===== src/sv/qmi_pkg.sv =====
// ----------------------------------------------------------------------------
// qmi_pkg
// Shared widths and the pipeline payload type for the quaternion
// multiply-by-inverse block.
// ----------------------------------------------------------------------------
package qmi_pkg;

  localparam int FRAC_BITS = 14;
  localparam int TAG_W     = 5;
  localparam int DW        = 16;               // component width
  localparam int PRW       = 2 * DW;           // one product
  localparam int PW        = PRW + 2;          // signed sum of four products
  localparam int NW        = PRW + 1;          // norm squared, unsigned
  localparam int MW        = PW - 1;           // magnitude of a sum
  localparam int AW        = MW + FRAC_BITS;   // scaled dividend
  localparam int QB        = DW;               // quotient bits computed
  localparam int RW        = NW;               // partial remainder
  localparam int LANES     = 4;

  localparam logic [QB-1:0] POS_MAX = {1'b0, {(QB-1){1'b1}}};
  localparam logic [QB-1:0] NEG_MAX = {1'b1, {(QB-1){1'b0}}};

  typedef struct packed {
    logic [TAG_W-1:0]              tag;
    logic                          zero;
    logic [NW-1:0]                 n;
    logic [LANES-1:0]              neg;
    logic [LANES-1:0]              ov;
    logic [LANES-1:0][RW-1:0]      rem;
    logic [LANES-1:0][QB-1:0]      lo;
    logic [LANES-1:0][QB-1:0]      q;
  } div_t;

endpackage


===== src/sv/qmi_div_step.sv =====
// ----------------------------------------------------------------------------
// qmi_div_step
// One restoring-division step for all four lanes: one quotient bit each,
// registered.
// ----------------------------------------------------------------------------
module qmi_div_step import qmi_pkg::*; (
  input  logic  clk_i,
  input  logic  rst_ni,
  input  logic  valid_i,
  input  div_t  div_i,
  output logic  valid_o,
  output div_t  div_o
);

  logic v_q;
  div_t div_q;
  div_t div_d;

  always_comb begin
    logic [RW:0] t;
    div_d = div_i;
    for (int l = 0; l < LANES; l++) begin
      t = {div_i.rem[l], div_i.lo[l][QB-1]};
      if (t >= (RW+1)'(div_i.n)) begin
        div_d.rem[l] = RW'(t - (RW+1)'(div_i.n));
        div_d.q[l]   = {div_i.q[l][QB-2:0], 1'b1};
      end else begin
        div_d.rem[l] = RW'(t);
        div_d.q[l]   = {div_i.q[l][QB-2:0], 1'b0};
      end
      div_d.lo[l] = {div_i.lo[l][QB-2:0], 1'b0};
    end
  end

  always_ff @(posedge clk_i or negedge rst_ni) begin
    if (!rst_ni) begin
      v_q <= 1'b0;
    end else begin
      v_q <= valid_i;
    end
  end

  always_ff @(posedge clk_i) begin
    div_q <= div_d;
  end

  assign valid_o = v_q;
  assign div_o   = div_q;

endmodule


===== config.mk =====
export PLATFORM = sky130hd
export DESIGN_NAME = qmi_div_step
export DESIGN_NICKNAME = d
export VERILOG_FILES = /design/src/sv/qmi_pkg.sv /design/src/sv/qmi_div_step.sv
export SDC_FILE = /design/constraint.sdc
export NUM_CORES = 1
export LEC_CHECK = 0
export BUFFER_PORTS_ARGS = -buffer_cell sky130_fd_sc_hd__buf_4
export CAP_MARGIN = 20
export CORE_AREA = 2 2 242 244
export DETAILED_ROUTE_END_ITERATION = 6
export DIE_AREA = 0 0 244 246
export PLACE_DENSITY = 0.55
export SYNTH_ARGS = -nofsm -noshare
export SYNTH_HDL_FRONTEND = slang
export SYNTH_SLANG_ARGS = --single-unit

===== constraint.sdc =====
create_clock -name clk_i -period 0.8 [get_ports clk_i]
set_input_delay 0.04 -clock clk_i [delete_from_list [all_inputs] [get_ports clk_i]]
set_output_delay 0.04 -clock clk_i [all_outputs]
set_load 0.02 [all_outputs]

### Word-level counts from Yosys, hierarchy flattened

Cells that the tools add are included.

| cells by class | value |
|---|---|
| add/subtract/negate cells | 4 |
| $mul | 0 |
| div/mod/pow operators | 0 |
| magnitude comparators | 4 |
| equality and inequality tests | 0 |
| shift-type cells | 0 |
| muxes and demuxes | 8 |
| bitwise gates (word level) | 0 |
| reduce and logical (&&, ||, !) cells | 0 |

Operators with widths:

| cell | number |
|---|---|
| $ge A34 B33 Y1 | 4 |
| $mux W33 | 4 |
| $sub A33 B33 Y33 | 4 |
| $mux W1 | 4 |

| storage, ports and cells | value |
|---|---|
| register bits | 304 |
| latch bits | 0 |
| bits in writable memories | 0 |
| memory bits (read-only) | 0 |
| bits of input ports | 310 |
| output and inout port bits | 308 |
| logic and storage cells | 34 |
| memories | 0 |

### Logic depth before layout (Yosys ltp)

Gate-level depths: netlist of the first run.

| logic depth | value |
|---|---|
| depth after elaboration | 2 |
| gate-level depth with buffers | 15 |
| depth with buffers taken out | 14 |

### Least setup slack after synthesis of the first run

Ideal clock, no wire load.

| timing path | value |
|---|---|
| kind | input to register |
| from | input div_i[95] (netlist bit) |
| to | register div_q, in the netlist div_o[162] |
| library setup time | 0.121 ns |
| data arrival time | 2.508 ns |
| required time | 0.679 ns |
| path slack | -1.829 ns |
| stages on the path | 13 |
| buffers on the path | 1 |
| cells stage by stage | inv_1 -> ha_1 -> inv_1 -> fa_1 -> a211oi_1 -> o21bai_1 -> a211oi_1 -> nor2_1 -> a31oi_2 -> o31ai_4 -> a21oi_2 -> buf_2 -> mux2_2 |

RTL lines:

| item | line | text |
|---|---|---|
| start: declaration | qmi_div_step.sv:10 | `input div_t div_i,` |
| end signal: assignment | qmi_div_step.sv:44 | `div_q <= div_d;` |
| end: declaration | qmi_div_step.sv:16 | `div_t div_q;` |

==> flow_metrics.env, run 1 <==
export IMPL_status="complete, but fails checks"
export IMPL_failed_checks="negative hold slack, negative setup slack"
export IMPL_drive_gt1_frac=0.5986
export IMPL_yosys_top_cells_count="dfxtp_1, nand2_1, o21ai_0, ha_1, a21oi_1"
export IMPL_critPathMaxFanout=4
export IMPL_critPathCaptureType="register"
export IMPL_final_nets=3522
export IMPL_synth_edf_count=0
export IMPL_dr_pass1_iters=4
export IMPL_pwr_share_clk=0.297
export IMPL_holdPathStages=1
export IMPL_finalSetupViolCount=440
export IMPL_synth_most_common_cell="dfxtp_1"
export IMPL_p_sw_frac=0.3255
export IMPL_vdd_drop_max_v=0.001668
export IMPL_cts_reportedPaths_clkPinSlew_ns=0.06
export IMPL_finalMaxSlewViolations=0
export IMPL_ys_types=78
export IMPL_cts_buffers=37
export IMPL_p_int_uw=41410
export IMPL_switching_power_uw=19980
export IMPL_ys_ff_latch=304
export IMPL_wl_mm=82.44
export IMPL_power_density_mw_per_mm2=1885
export IMPL_dp_cells=3429
export IMPL_grt_pass1_vias=19240
export IMPL_finalNonFillerCells=3870
export IMPL_yosys_top_cells_area="dfxtp_1, ha_1, o21ai_0"
export IMPL_synth_seq_area_share=0.4147
export IMPL_syn_area_mm2=0.01469
export IMPL_seqPwrFrac=0.304
export IMPL_antenna_found_initial=8
export IMPL_critPathKind="in2reg"
export IMPL_io_pins=618
export IMPL_grt_pass1_wl_mm=116.3
export IMPL_finalCritPeriodShare=2.771
export IMPL_p_comb_frac=0.399
export IMPL_initial_core_util=0.2560
export IMPL_die_h_um=246
export IMPL_finalCriticalPeriod_ns=2.217
export IMPL_grt_max_degree=17
export IMPL_slew_headroom=0.6078
export IMPL_ant_nets=0
export IMPL_multi_input_area_mm2=0.009662
export IMPL_grt_usage=0.2589
export IMPL_clock_root_buffer="clkbuf_16"
export IMPL_clock_fmax_mhz=451.1
export IMPL_hold_end="div_o[269]"
export IMPL_worst_slack_ns=-1.417
export IMPL_ctsHtreeMaxLevel=2
export IMPL_drv_cap=0
export IMPL_hold_slack_ns=-0.4109
export IMPL_cts_tree="built"
export IMPL_dieArea_mm2=0.06002
export IMPL_synth_largest_area_cell="dfxtp_1"
export IMPL_ys_flop_type="dfxtp_1"
export IMPL_async_reset_ff_frac=0.003289
export IMPL_ctsLongestPathBuffers=3
export IMPL_cts_sinks=304
export IMPL_vias=17970
export IMPL_seq_area_mm2=0.006487
export IMPL_hold_path_class="in2reg"
export IMPL_fillers=4881
export IMPL_hpwl_mm=62.83
export IMPL_gp_routability_congestion=0.9281
export IMPL_coreArea_mm2=0.05737
export IMPL_rsz0062_at_grt="yes"
export IMPL_p_leak_uw=0.01506
export IMPL_syn2layout_area_growth_pct=121.7
export IMPL_gr_total_overflow=0
export IMPL_cp_arrival_ns=2.66
export IMPL_start_kind="input pin"
export IMPL_ys_warnings_count=0
export IMPL_hold_viol_final=10
export IMPL_timing_worst_slew_pin_value_ns=0.5809
export IMPL_synth_top_area_frac=0.4130
export IMPL_drc=0
export IMPL_drt_iter0_drc=461
export IMPL_std_cell_rows=88
export IMPL_wire_per_inst_um=21.30
export IMPL_avgViaCountPerCell=4.644
export IMPL_die_width_um=244
export IMPL_min_from="div_i[269]"
export IMPL_setup_tns_ns=-248.05
export IMPL_syn_avg_cell_area_um2=9.055
export IMPL_required_ns=1.24
export IMPL_io_buffers=609
export IMPL_syn_inst=1622
power by group through the flow:
stage / sequential, uW / clock [uW] / combinational, uW
floorplan: 20400 / 0 / 6410
global placement: 18200 / 0 / 18700
detailed placement: 18200 / 0 / 18800
CTS: 18700 / 18600 / 22700
global route: 18800 / 19300 / 25900
finish: 18700 / 18200 / 24500
final cells by class:
type | count | area share
tap | 765 | 0.02940
multi-input combinational | 1188 | 0.2967
clock inverter | 14 | 0.006571
sequential | 304 | 0.1992
inverter | 68 | 0.009722
clock buffer | 51 | 0.03378
timing repair buffer | 1477 | 0.4243
antenna | 3 | 0.0002306
cell families after synthesis:
group / after synthesis / synth area share
compound gates: 527 / 0.2276
xor+xnor: 114 / 0.06798
buf+inv: 133 / 0.03748
flops: 304 / 0.4147
fa+ha+maj: 136 / 0.1179
mux: 16 / 0.01210
simple gates: 391 / 0.1220
other cells: 1 / 0.0002553
worst max-delay path by stage:
| stage | startpoint | endpoint | slack, ns |
|---|---|---|---|
| 2_1_floorplan | div_i[269] | div_o[209] | -1.65 |
| 3_3_place_gp | div_i[95] | div_o[172] | -1.99 |
| 3_5_place_dp | div_i[95] | div_o[179] | -2.08 |
| 4_1_cts | div_i[269] | div_o[162] | -1.38 |
| 5_1_grt | div_i[269] | div_o[259] | -1.49 |
| 6_report | div_i[273] | div_o[258] | -1.42 |
layer usage:
layer | global-route usage | wire length (um) | share of wire | vias to the layer above
met5 | 0.0008170 | 65 | 0.00079 | -
met4 | 0.1383 | 4490 | 0.054 | 10
met3 | 0.05577 | 4229 | 0.051 | 161
met2 | 0.4829 | 43210 | 0.52 | 540
met1 | 0.2704 | 30440 | 0.37 | 8566
li1 | - | - | - | 8697
stage by stage:
stage	power (uW)	util	setup WS [ns]	area, um^2
final	61390	0.5676	-1.417	32560
after floorplan	26770	-	-1.646	14930
after detailed placement	36940	0.4169	-2.085	23920
after global placement	36900	0.4169	-1.993	23920
after global routing	63980	0.5675	-1.487	32560
after CTS	59940	0.5413	-1.376	31050
repair_timing:
| action | 4_1_cts | 5_1_grt |
|---|---|---|
| cloned | 7 | 10 |
| hold buffers | 297 | 3 |
| pin swaps | 76 | 117 |
| setup buffers | 41 | 31 |
| setup endpoints to repair | 440 | 440 |
| hold endpoints to repair | 302 | 11 |
| gates resized for setup | 842 | 288 |
registers in the layout, indices dropped and copies added (netlist names):
name     count
valid_o      1
div_o      303
critical path, cell delays in order:
cell and delay [ns]:
buf_8 0.08, clkinvlp_4 0.17, ha_1 0.29, nor4_1 0.43
a211o_1 0.19, a21oi_2 0.06, o2111a_2 0.32, or3b_4 0.39
o41ai_4 0.20, buf_4 0.20, o31ai_2 0.07, xnor2_1 0.14
o21ai_1 0.07
cell usage in the layout (no fill, tap or decap), types with 17 or more instances in the layout:
master and count:
xor2_1 46, buf_8 32, nand3_1 17, dlygate4sd3_1 300
o21ai_2 51, buf_6 326, buf_12 19, nand2_2 57
dfxtp_2 296, nand4_1 32, inv_1 45, xnor2_1 62
clkbuf_16 48, ha_1 104, nand2_1 114, o21ai_1 70
o21a_1 17, a21oi_1 106, nor2_1 55, o21ai_0 55
nand2_4 19, buf_4 785, a21o_1 71, ha_4 22
(Power assumes the default switching activity.)
==> run 2, diff against run 1 <==
--- a/config.mk
+++ b/config.mk
@@ -10,7 +10,6 @@
 export CORE_AREA = 2 2 242 244
 export DETAILED_ROUTE_END_ITERATION = 6
 export DIE_AREA = 0 0 244 246
-export PLACE_DENSITY = 0.55
 export SYNTH_ARGS = -nofsm -noshare
 export SYNTH_HDL_FRONTEND = slang
 export SYNTH_SLANG_ARGS = --single-unit
==> flow_metrics.env, run 2 (synthesized netlist as in run 1, its figures left out) <==
export IMPL_clock_root_buffer="clkbuf_16"
export IMPL_cts_buffers=38
export IMPL_clock_fmax_mhz=455.8
export IMPL_avgViaCountPerCell=4.744
export IMPL_gr_total_overflow=0
export IMPL_die_width_um=244
export IMPL_vdd_drop_max_v=0.001735
export IMPL_finalCriticalPeriod_ns=2.194
export IMPL_critPathCaptureType="register"
export IMPL_hold_slack_ns=-0.4052
export IMPL_wire_per_inst_um=21.82
export IMPL_grt_pass1_wl_mm=117.8
export IMPL_vias=18560
export IMPL_cts_sinks=304
export IMPL_worst_slack_ns=-1.394
export IMPL_finalPower_uw=62290
export IMPL_p_leak_uw=0.01528
export IMPL_critPathKind="in2reg"
export IMPL_cp_arrival_ns=2.66
export IMPL_drt_iter0_drc=702
export IMPL_cts_tree="built"
export IMPL_min_from="div_i[269]"
export IMPL_hpwl_mm=62.01
export IMPL_io_buffers=609
export IMPL_p_sw_frac=0.3317
export IMPL_failed_checks="negative hold slack, negative setup slack"
export IMPL_finalNonFillerCells=3912
export IMPL_cts_reportedPaths_clkPinSlew_ns=0.06
export IMPL_largest_reg_flops=303
export IMPL_p_int_uw=41630
export IMPL_start_kind="input pin"
export IMPL_grt_pass1_vias=19310
export IMPL_std_cell_rows=88
export IMPL_required_ns=1.27
export IMPL_drive_gt1_frac=0.6149
export IMPL_drv_cap=0
export IMPL_ctsLongestPathBuffers=3
export IMPL_pwr_share_clk=0.297
export IMPL_switching_power_uw=20660
export IMPL_dr_pass1_iters=5
export IMPL_grt_usage=0.2607
export IMPL_most_common_layout_cells="buf_4, buf_6, dfxtp_2"
export IMPL_drc=0
export IMPL_antenna_found_initial=6
export IMPL_layout_commonest_cell="buf_4"
export IMPL_ant_nets=0
export IMPL_io_pins=618
export IMPL_dp_cells=3452
export IMPL_wl_mm=85.36
export IMPL_p_comb_frac=0.403
export IMPL_dieArea_mm2=0.06002
export IMPL_hold_viol_final=11
export IMPL_status="complete, but fails checks"
export IMPL_holdPathStages=1
export IMPL_ctsHtreeMaxLevel=2
export IMPL_critPathMaxFanout=8
export IMPL_hold_end="div_o[269]"
export IMPL_power_density_mw_per_mm2=1884
export IMPL_rsz0062_at_grt="yes"
export IMPL_gp_routability_congestion=0.9290
export IMPL_fillers=4629
export IMPL_syn2layout_area_growth_pct=125.2
export IMPL_seqPwrFrac=0.300
export IMPL_finalMaxSlewViolations=0
export IMPL_initial_core_util=0.2560
export IMPL_finalCritPeriodShare=2.742
export IMPL_grt_max_degree=15
export IMPL_die_h_um=246
export IMPL_coreArea_mm2=0.05737
export IMPL_final_nets=3563
export IMPL_finalSetupViolCount=440
export IMPL_hold_path_class="in2reg"
export IMPL_place_ws_ns=-2.113
## run 2: cell count changes in the layout (fill, tap and decap cells not counted), sizes merged
cell and change:
dlygate4sd3 -5, clkinvlp -3, clkbuf -7, clkinv +7, diode -1, inv +1
buf +50
## run 2: power by group through the flow
stage	clock (uW)	sequential (uW)	combinational [uW]
finish	18500	18700	25100
floorplan	0	20400	6410
CTS	18800	17900	22500
global placement	0	18200	18800
global route	19400	18800	26500
detailed placement	0	18200	18900
## run 2: critical path, cell delays in order
cell and delay (ns):
buf_8 0.08, clkinvlp_4 0.08, buf_12 0.15, fa_2 0.38, a21o_1 0.18, and4_4 0.21
o2111ai_4 0.20, nand4_1 0.13, nand2_2 0.14, o311ai_4 0.13, a21oi_4 0.38, buf_6 0.19
buf_12 0.11, buf_16 0.12, nand2_2 0.05, o21ai_1 0.09
## run 2: cell type report
cell class | instances | area [um^2] | area share
multi-input combinational | 1188 | 10020 | 0.3029
antenna | 2 | 5.005 | 0.0001513
sequential | 304 | 6476 | 0.1958
clock inverter | 19 | 241.5 | 0.007303
inverter | 68 | 321.6 | 0.009724
clock buffer | 49 | 1084 | 0.03277
tap | 765 | 957.2 | 0.02895
timing repair buffer | 1517 | 13970 | 0.4223
## run 2: per-stage QoR
step,util,TNS [ns],area [um^2]
6_report,0.5764,-246.27,33070
5_1_grt,0.5764,-265.67,33070
4_1_cts,0.5325,-248.93,30550
3_5_place_dp,0.4193,-257.85,24050
3_3_place_gp,0.4193,-254.64,24050
2_1_floorplan,-,-197.14,14930
## run 2: worst max path at each step
stage | from | endpoint | slack, ns | depth (start not counted)
after floorplan | div_i[269] | div_o[209] | -1.65 | 11
after global placement | div_i[295] | div_o[166] | -2.06 | 13
after detailed placement | div_i[295] | div_o[164] | -2.11 | 14
after CTS | div_i[269] | div_o[219] | -1.31 | 13
after global routing | div_i[269] | div_o[160] | -1.45 | 16
final | div_i[269] | div_o[160] | -1.39 | 16
## run 2: layer usage
metal	vias to the layer above	wire length [um]	track usage
met5	-	50	0
met4	8	4231	0.09648
met3	209	3975	0.04063
met2	650	45470	0.5092
met1	8915	31630	0.2796
li1	8778	-	-
## run 2: repair_timing
action / in CTS / in global routing
endpoints found under the setup margin: 440 / 440
cloned: 12 / 5
hold buffers: 292 / 3
endpoints found under the hold margin: 301 / 14
resized for setup: 355 / 812
buffers inserted: 74 / 33
pin swaps: 102 / 94
==> run 3, diff against run 2 <==
==> constraint.sdc (replaced) <==
create_clock -name clk_i -period 1.9 [get_ports clk_i]
set_input_delay 0.095 -clock clk_i [delete_from_list [all_inputs] [get_ports clk_i]]
set_output_delay 0.095 -clock clk_i [all_outputs]
set_load 0.02 [all_outputs]
==> flow_metrics.env, run 3 (synthesized netlist as in run 1, its figures left out) <==
export IMPL_p_sw_frac=0.3274
export IMPL_largest_reg_flops=303
export IMPL_antenna_found_initial=4
export IMPL_clock_fmax_mhz=444.7
export IMPL_hold_slack_ns=-0.2737
export IMPL_clock_root_buffer="clkbuf_16"
export IMPL_switching_power_uw=8392
export IMPL_rsz0062_at_grt="yes"
export IMPL_failed_checks="negative hold slack, negative setup slack"
export IMPL_die_width_um=244
export IMPL_ant_nets=0
export IMPL_finalSetupViolCount=133
export IMPL_ctsHtreeMaxLevel=2
export IMPL_fillers=4856
export IMPL_pwr_share_clk=0.311
export IMPL_required_ns=2.39
export IMPL_seqPwrFrac=0.294
export IMPL_critPathCaptureType="register"
export IMPL_p_int_uw=17240
export IMPL_drv_cap=0
export IMPL_p_comb_frac=0.394
export IMPL_dr_pass1_iters=5
export IMPL_finalMaxSlewViolations=0
export IMPL_critPathMaxFanout=5
export IMPL_wl_mm=82.33
export IMPL_dp_cells=3450
export IMPL_p_leak_uw=0.01493
export IMPL_gp_routability_congestion=0.9183
export IMPL_status="complete, but fails checks"
export IMPL_gr_total_overflow=0
export IMPL_drc=0
export IMPL_wire_per_inst_um=21.07
export IMPL_syn2layout_area_growth_pct=115.5
export IMPL_finalCritPeriodShare=1.183
export IMPL_start_kind="input pin"
export IMPL_slowest_stage="fa_2"
export IMPL_grt_usage=0.2565
export IMPL_drive_gt1_frac=0.5161
export IMPL_initial_core_util=0.2560
export IMPL_crit_family="compound AO/OA/AOI/OAI gates"
export IMPL_cts_reportedPaths_clkPinSlew_ns=0.06
export IMPL_grt_pass1_vias=19200
export IMPL_layout_commonest_cell="buf_4"
export IMPL_io_buffers=609
export IMPL_ctsLongestPathBuffers=3
export IMPL_most_common_layout_cells="buf_4, dfxtp_1, dlygate4sd3_1"
export IMPL_grt_pass1_wl_mm=115.8
export IMPL_avgViaCountPerCell=4.666
export IMPL_multi_input_area_mm2=0.01005
export IMPL_crit_buf_inv=7
export IMPL_hold_viol_final=5
export IMPL_die_h_um=246
export IMPL_cts_tree="built"
export IMPL_hpwl_mm=62.18
export IMPL_grt_max_degree=17
export IMPL_crit_chain="buf_4 -> inv_4 -> ha_4 -> inv_2 -> fa_2 -> a211oi_2 -> o21bai_2 -> a211oi_2 -> nor2_2 -> a31oi_4 -> o31ai_4 -> a21oi_4 -> buf_12 -> buf_8 -> buf_8 -> buf_12 -> nand2_2 -> o21ai_2"
export IMPL_cp_arrival_ns=2.74
export IMPL_vias=18230
export IMPL_cts_sinks=304
export IMPL_fin_util=0.5516
export IMPL_worst_slack_ns=-0.3485
export IMPL_finalPower_uw=25630
export IMPL_final_nets=3558
export IMPL_finalNonFillerCells=3907
export IMPL_cp_slowest_stage_delay_ns=0.36
export IMPL_finalCriticalPeriod_ns=2.249
export IMPL_power_density_mw_per_mm2=810.1
export IMPL_io_pins=618
export IMPL_cts_buffers=38
export IMPL_coreArea_mm2=0.05737
export IMPL_drt_iter0_drc=745
export IMPL_vdd_drop_max_v=0.0006852
export IMPL_dieArea_mm2=0.06002
export IMPL_seq_area_mm2=0.006091
export IMPL_std_cell_rows=88
export IMPL_critPathKind="in2reg"
export IMPL_hold_path_class="in2reg"
[run 3: final timing paths]
path | startpoint | to | slack, ns | cells past startpoint
max | div_i[95] | div_o[168] | -0.35 | 18
min | div_i[268] | div_o[268] | -0.27 | 1
max in group asynchronous | rst_ni | valid_o | 1.41 | 3
min in group asynchronous | rst_ni | valid_o | 0.39 | 3
[run 3: power by group through the flow]
stage | combinational, uW | sequential (uW) | clock [uW]
2_1_floorplan | 2700 | 8570 | 0
3_3_place_gp | 7910 | 7670 | 0
3_5_place_dp | 7970 | 7650 | 0
4_1_cts | 9370 | 7530 | 8160
5_1_grt | 10700 | 7580 | 8400
6_report | 10100 | 7540 | 7980
[run 3: repair_timing]
action / CTS / global route
gates resized for setup: 270 / 311
cloned: 11 / 3
endpoints found under the hold margin: 301 / 6
hold buffers: 298 / 1
pin swaps: 80 / 111
buffers inserted: 56 / 49
setup endpoints to repair: 135 / 136
[run 3: cell type report]
| cell class | count | share of cell area |
|---|---|---|
| timing repair buffer | 1512 | 0.4062 |
| multi-input combinational | 1188 | 0.3177 |
| sequential | 304 | 0.1925 |
| clock buffer | 51 | 0.03385 |
| tap | 765 | 0.03025 |
| inverter | 68 | 0.009846 |
| clock inverter | 18 | 0.009648 |
| antenna | 1 | 0.00007908 |
[run 3: metrics by stage]
stage	cell area [um^2]	worst slack, ns	TNS (ns)
5_1_grt	31640	-0.4036	-34.91
2_1_floorplan	14930	-0.6013	-55.02
4_1_cts	30230	-0.2833	-19.82
3_3_place_gp	24040	-1.006	-110.36
3_5_place_dp	24040	-1.057	-114.43
6_report	31640	-0.3485	-25.01
[run 3: layer usage]
layer / wire length [um] / GRT usage / share of wire
met1: 31040 / 0.2746 / 0.38
met4: 3888 / 0.1049 / 0.047
met3: 3645 / 0.03660 / 0.044
met5: 31 / 0 / 0.00038
met2: 43720 / 0.4996 / 0.53
